## src/design/assert_macros.svh

```systemverilog
// Assertion macros shared by the design files.
// Depends on clk_i and rst_ni being in scope at the point of use.
`ifndef ASSERT_MACROS_SVH
`define ASSERT_MACROS_SVH

// Check a property on every rising clock edge outside reset.
`define RSQ_ASSERT(lbl, prop) \
  lbl: assert property (@(posedge clk_i) disable iff (!rst_ni) (prop)) \
    else $error("rsq assertion failed");

// Check an implication on every rising clock edge outside reset.
`define RSQ_ASSERT_IMP(lbl, ante, cons) \
  lbl: assert property (@(posedge clk_i) disable iff (!rst_ni) (ante) |-> (cons)) \
    else $error("rsq implication failed");

`endif

```

## src/design/rsq_pkg.sv

```systemverilog
// Package for the reciprocal square root pipeline: float constants, the
// unpacked intermediate type and the shared normalize/round function.
`timescale 1ns / 1ps
package rsq_pkg;

  localparam logic [31:0] RsqMagic = 32'h5f3759df;
  localparam logic [31:0] FpHalf   = 32'h3f000000;
  localparam logic [31:0] FpOneHalf = 32'h3fc00000;
  localparam logic [31:0] CanonNan = 32'h7fc00000;
  localparam logic [7:0]  ExpMax   = 8'hff;

  // Unrounded result: value = w / 2^47 * 2^(e - 127), w not yet normalized.
  typedef struct packed {
    logic               nan;
    logic               inf;
    logic               s;
    logic signed [10:0] e;
    logic [47:0]        w;
  } unp_t;

  function automatic logic [5:0] lzc48(input logic [47:0] w);
    logic [5:0] lz;
    lz = 6'd0;
    for (int i = 0; i < 48; i++) begin
      if (w[i]) lz = 6'(47 - i);
    end
    return lz;
  endfunction

  // Normalize, denormalize where needed, round to nearest even, pack.
  function automatic logic [31:0] fp_pack(input unp_t u);
    logic [5:0]         lz;
    logic [47:0]        wn;
    logic signed [10:0] e;
    logic signed [10:0] ee;
    logic [6:0]         sh;
    logic [95:0]        x;
    logic [47:0]        w2;
    logic               st;
    logic               up;
    logic [24:0]        k25;
    logic [23:0]        kept;
    logic [7:0]         field;
    logic [31:0]        res;
    lz = lzc48(u.w);
    wn = u.w << lz;
    e  = u.e - $signed({5'b0, lz});
    if (e < 11'sd1) begin
      ee = 11'sd1;
      sh = ((11'sd1 - e) > 11'sd48) ? 7'd48 : 7'(11'sd1 - e);
    end else begin
      ee = e;
      sh = 7'd0;
    end
    x    = {wn, 48'b0} >> sh;
    w2   = x[95:48];
    st   = (|x[47:0]) | (|w2[22:0]);
    up   = w2[23] & (st | w2[24]);
    k25  = {1'b0, w2[47:24]} + {24'b0, up};
    if (k25[24]) begin
      kept = k25[24:1];
      ee   = ee + 11'sd1;
    end else begin
      kept = k25[23:0];
    end
    field = kept[23] ? ee[7:0] : 8'd0;
    if (u.nan) begin
      res = CanonNan;
    end else if (u.inf || (ee >= 11'sd255)) begin
      res = {u.s, ExpMax, 23'b0};
    end else if (u.w == 48'b0) begin
      res = {u.s, 31'b0};
    end else begin
      res = {u.s, field, kept[22:0]};
    end
    return res;
  endfunction

endpackage

```

## src/design/rsq_fmul.sv

```systemverilog
// Two-stage single-precision multiplier: mantissa product, then round/pack.
// Uses rsq_pkg for fp_pack and constants.
`timescale 1ns / 1ps
module rsq_fmul
  import rsq_pkg::*;
#(
  parameter int SideW = 33
) (
  input  logic             clk_i,
  input  logic             rst_ni,
  input  logic             valid_i,
  output logic             ready_o,
  input  logic [31:0]      a_i,
  input  logic [31:0]      b_i,
  input  logic [SideW-1:0] side_i,
  output logic             valid_o,
  input  logic             ready_i,
  output logic [31:0]      res_o,
  output logic [SideW-1:0] side_o
);

  logic v1_q, v2_q, en1, en2;
  unp_t u_d, u_q;
  logic [SideW-1:0] side1_q, side2_q;
  logic [31:0] res_q;

  logic [7:0] ea, eb;
  logic na, nb, ia, ib, za, zb;

  assign en2 = !v2_q || ready_i;
  assign en1 = !v1_q || en2;
  assign ready_o = en1;

  always_comb begin
    ea = a_i[30:23];
    eb = b_i[30:23];
    na = (ea == ExpMax) && (a_i[22:0] != 23'b0);
    nb = (eb == ExpMax) && (b_i[22:0] != 23'b0);
    ia = (ea == ExpMax) && (a_i[22:0] == 23'b0);
    ib = (eb == ExpMax) && (b_i[22:0] == 23'b0);
    za = (ea == 8'd0) && (a_i[22:0] == 23'b0);
    zb = (eb == 8'd0) && (b_i[22:0] == 23'b0);
    u_d.nan = na | nb | (ia & zb) | (ib & za);
    u_d.inf = ia | ib;
    u_d.s   = a_i[31] ^ b_i[31];
    u_d.e   = $signed({3'b0, (ea == 8'd0) ? 8'd1 : ea})
            + $signed({3'b0, (eb == 8'd0) ? 8'd1 : eb}) - 11'sd126;
    u_d.w   = {24'b0, (ea != 8'd0), a_i[22:0]} * {24'b0, (eb != 8'd0), b_i[22:0]};
  end

  always_ff @(posedge clk_i or negedge rst_ni) begin
    if (!rst_ni) begin
      v1_q <= 1'b0;
      v2_q <= 1'b0;
    end else begin
      if (en1) v1_q <= valid_i;
      if (en2) v2_q <= v1_q;
    end
  end

  always_ff @(posedge clk_i) begin
    if (en1 && valid_i) begin
      u_q     <= u_d;
      side1_q <= side_i;
    end
    if (en2 && v1_q) begin
      res_q   <= fp_pack(u_q);
      side2_q <= side1_q;
    end
  end

  assign valid_o = v2_q;
  assign res_o   = res_q;
  assign side_o  = side2_q;

endmodule

```

## config.mk

```make
export PLATFORM = sky130hd
export DESIGN_NAME = rsq_fmul
export DESIGN_NICKNAME = d
export VERILOG_FILES = /design/src/design/assert_macros.svh /design/src/design/rsq_pkg.sv /design/src/design/rsq_fmul.sv
export SDC_FILE = /design/constraint.sdc
export NUM_CORES = 2
export LEC_CHECK = 0
export ABC_AREA = 1
export CAP_MARGIN = 20
export CELL_PAD_IN_SITES_DETAIL_PLACEMENT = 2
export CELL_PAD_IN_SITES_GLOBAL_PLACEMENT = 2
export CORE_MARGIN = 8
export CORE_UTILIZATION = 35
export CTS_CLUSTER_DIAMETER = 60
export DETAILED_ROUTE_END_ITERATION = 8
export DONT_BUFFER_PORTS = 1
export GPL_ROUTABILITY_DRIVEN = 0
export PLACE_DENSITY_LB_ADDON = 0.1
export SLEW_MARGIN = 20
export SYNTH_ARGS = -nofsm -noshare
export SYNTH_HDL_FRONTEND = slang
export SYNTH_SLANG_ARGS = --single-unit
```

## constraint.sdc

```tcl
create_clock -name clk_i -period 8.4 [get_ports clk_i]
set_input_delay 1.26 -clock clk_i [delete_from_list [all_inputs] [get_ports clk_i]]
set_output_delay 1.26 -clock clk_i [all_outputs]
set_load 0.05 [all_outputs]
```

==> flow_summary.toml <==
[layout]
area_growth_pct = 16.3
post_route_cells_drive_above_1_share = 0.140
finalCoreUtilization = 0.410
num-nets-final = 5459
most_frequent_cells_in_the_layout = "sky130_fd_sc_hd__nand2_1, sky130_fd_sc_hd__inv_1, sky130_fd_sc_hd__nand3_1"
final_common_cell = "sky130_fd_sc_hd__nand2_1"

[setup_path]
worst-endpoint-required_ns = 8.56
critical_path_class = "reg2reg"
ff2ff_setup_slack_ns = -0.88
cp-end-kind = "flop"
rr_worst_depth = 91
worst_setup_path_start_kind = "flop"
cp_slowest_stage_delay_ns = 0.43
critical_path.top_delay_family = "simple AND/OR/NAND/NOR gates"
worst_r2r_startpoint = "u_q[0]$_DFFE_PP_"
worstReg2RegEnd = "res_o[24]$_SDFFCE_PP1P_"
cell_type_of_the_slowest_stage_on_the_worst_timing_path = "sky130_fd_sc_hd__edfxtp_1"
timing.critical_path.fanout_max = 11
timing.critical_path.buf_inv = 15
crit_path_most_repeated_cell = "sky130_fd_sc_hd__nand2_1"
crit_arrival_ns = 9.44

[floorplanning]
start_util = 0.352
floorplan.die_area_um2 = 104000
rows = 112
die_height_um = 322
fp.coreArea_um2 = 93000
fp.dieW_um = 322
top_level_ports = 168

[drt]
drt-wirelength-per-cell_um = 24.3
total_vias_in_the_final_route = 31493
detailedRoute.firstPassIterationCount = 5
drc = 0
drt_iter0_drc = 1613
drt-total-wl_um = 144000
route.detailed.vias_per_inst = 5.30
drt.antenna.violating_nets = 0

[yosys]
ys_seq_area_frac = 0.147
synth_async_sr_flop_share = 0.0124
synth_seq_cells = 161
synth_cells = 4502
synthFlopType = "sky130_fd_sc_hd__edfxtp_1"
total_standard_cell_area_after_synthesis_um2 = 32800
synth.net_count = 5285
ys_warnings = 0
yosys.cell_types.count = 54
synth-edff-count = 159
post_synth.cell_area_avg_um2 = 7.28

[global_route]
grt_max_degree = 67
vias_in_the_first_global_route = 35379
gr-usage-all-layers = 0.267
first_pass_grt_wire_length_um = 215000
grt_overflow_total = 0
antenna_found_initial = 6

[clocking]
postCtsHoldBufs = 0
numCtsBuffers = 17
cts_tree = "yes"
ctsRootBufferMaster = "sky130_fd_sc_hd__clkbuf_16"
cts.reportedPaths.clkPinSlew_ns = 0.10
cts.htree.levels = 4
clock_sink_count = 161
clock_tree.buffer_depth = 2
clock_latency_ns = 0.49

[outcome]
violations = "setup timing"
status = "finished with violations"

[sta]
report.final.slew_viol_count = 0
worst_clock_skew_ns = 0.0309
relSlewSlack = 0.288
setup_violations = 31
transition_time_of_the_tightest_slew_check_pin_ns = 1.06
period_needed_ns = 9.28
final.period_utilization = 1.10
report.final.hold_viol_count = 0
fmax_mhz = 108
unrepaired_setup_endpoints_after_global_routing = "true"
final.setup.tns_ns = -24.39
postLayoutSetupSlackWorst_ns = -0.879
whs_ns = 0.409

[worst_hold_path]
worst_hold_path.endpoint = "side_o[18]$_DFFE_PP_"
holdCritStartpoint = "side1_q[18]$_DFFE_PP_"
whs_path_depth = 0
hold_crit_path_type = "reg2reg"

[placed_design]
place.port_buffers = 0
hpwl_um = 110000

[run]
maxCapViolations = 0
## cell families after synthesis
| kind of cell | synth area share |
|---|---|
| AO/OA/AOI/OAI | 0.0278 |
| XOR/XNOR | 0.0230 |
| adder cells (fa/ha/maj) | 0.371 |
| buffers and inverters | 0.135 |
| flip-flops | 0.147 |
| AND/OR/NAND/NOR | 0.296 |
## state kept, by name (all words and copies together) (netlist names)
signal and cells:
side1_q 33, side_o 33, v1_q 1, u_q 61, res_o 32, valid_o 1
## stage by stage
stage | area, µm² | cells | setup slack, ns
final | 38100 | 5945 | -0.879
after global routing | 38100 | 5943 | -1.45
after CTS | 37300 | 5909 | -0.309
after detailed placement | 35800 | 5814 | -1.09
after global placement | 35800 | 5814 | -0.473
after floorplan | 32800 | 4502 | 0.0303
## worst max path at each step
| stage | from | endpoint | slack, ns | depth (start not counted) |
|---|---|---|---|---|
| 5_1_grt | u_q[0]$_DFFE_PP_ | res_o[24]$_SDFFCE_PP1P_ | -1.45 | 90 |
| 2_1_floorplan | b_i[0] | u_q[44]$_DFFE_PP_ | 0.03 | 43 |
| 6_report | u_q[0]$_DFFE_PP_ | res_o[24]$_SDFFCE_PP1P_ | -0.88 | 91 |
| 4_1_cts | u_q[2]$_DFFE_PP_ | res_o[19]$_SDFFCE_PP0P_ | -0.31 | 92 |
| 3_5_place_dp | u_q[2]$_DFFE_PP_ | res_o[19]$_SDFFCE_PP0P_ | -1.09 | 87 |
| 3_3_place_gp | u_q[0]$_DFFE_PP_ | res_o[19]$_SDFFCE_PP0P_ | -0.47 | 89 |
## cells in the mapped netlist, drive strengths merged (2+ instances only)
cell type	instances	area [µm²]
buf	56	288
fa	484	9690
edfxtp	159	4770
or2	4	25.0
and2	4	25.0
nand2	1265	4760
o221ai	2	17.5
nand4	57	372
a21o	2	15.0
clkbuf	195	732
nand3b	2	15.0
dfrtp	2	50.1
o21bai	4	30.0
o21a	2	15.0
o31ai	2	15.0
xnor2	24	210
ha	198	2480
o21ai	58	294
a31oi	3	18.8
clkinv	7	26.3
nor3b	2	15.0
a22o	3	26.3
xor2	62	543
nor3	27	135
nor2	201	841
nor4	20	125
o311ai	2	17.5
o211ai	3	22.5
or4	5	37.5
inv	900	3380
nand3	663	3340
a21oi	78	394
## repair_timing
action                                  CTS  global route
pin swaps                                41            56
gates resized for setup                  99           127
endpoints found under the hold margin     0             0
buffers inserted                         58            32
endpoints found under the setup margin   31            37
gates cloned                              5             2
## layout make-up
cell class              instances  area [µm²]
fillers                     10939       54900
multi-input cells            3184       24400
flip-flops and latches        161        4820
inverters                     907        3430
repair buffers                405        3300
well taps                    1254        1570
clock buffers                  18         429
clock inverters                14         146
diodes                          2        5.00
## layer usage
layer	GRT usage	up-vias	wire, µm
li1	-	14163	-
met1	0.325	16346	59300
met2	0.485	731	74000
met3	0.0291	247	5460
met4	0.0942	6	5600
met5	0	-	36
Power is not shown: default switching activity piles up to over one toggle a cycle in this logic, so the estimate is an artifact.
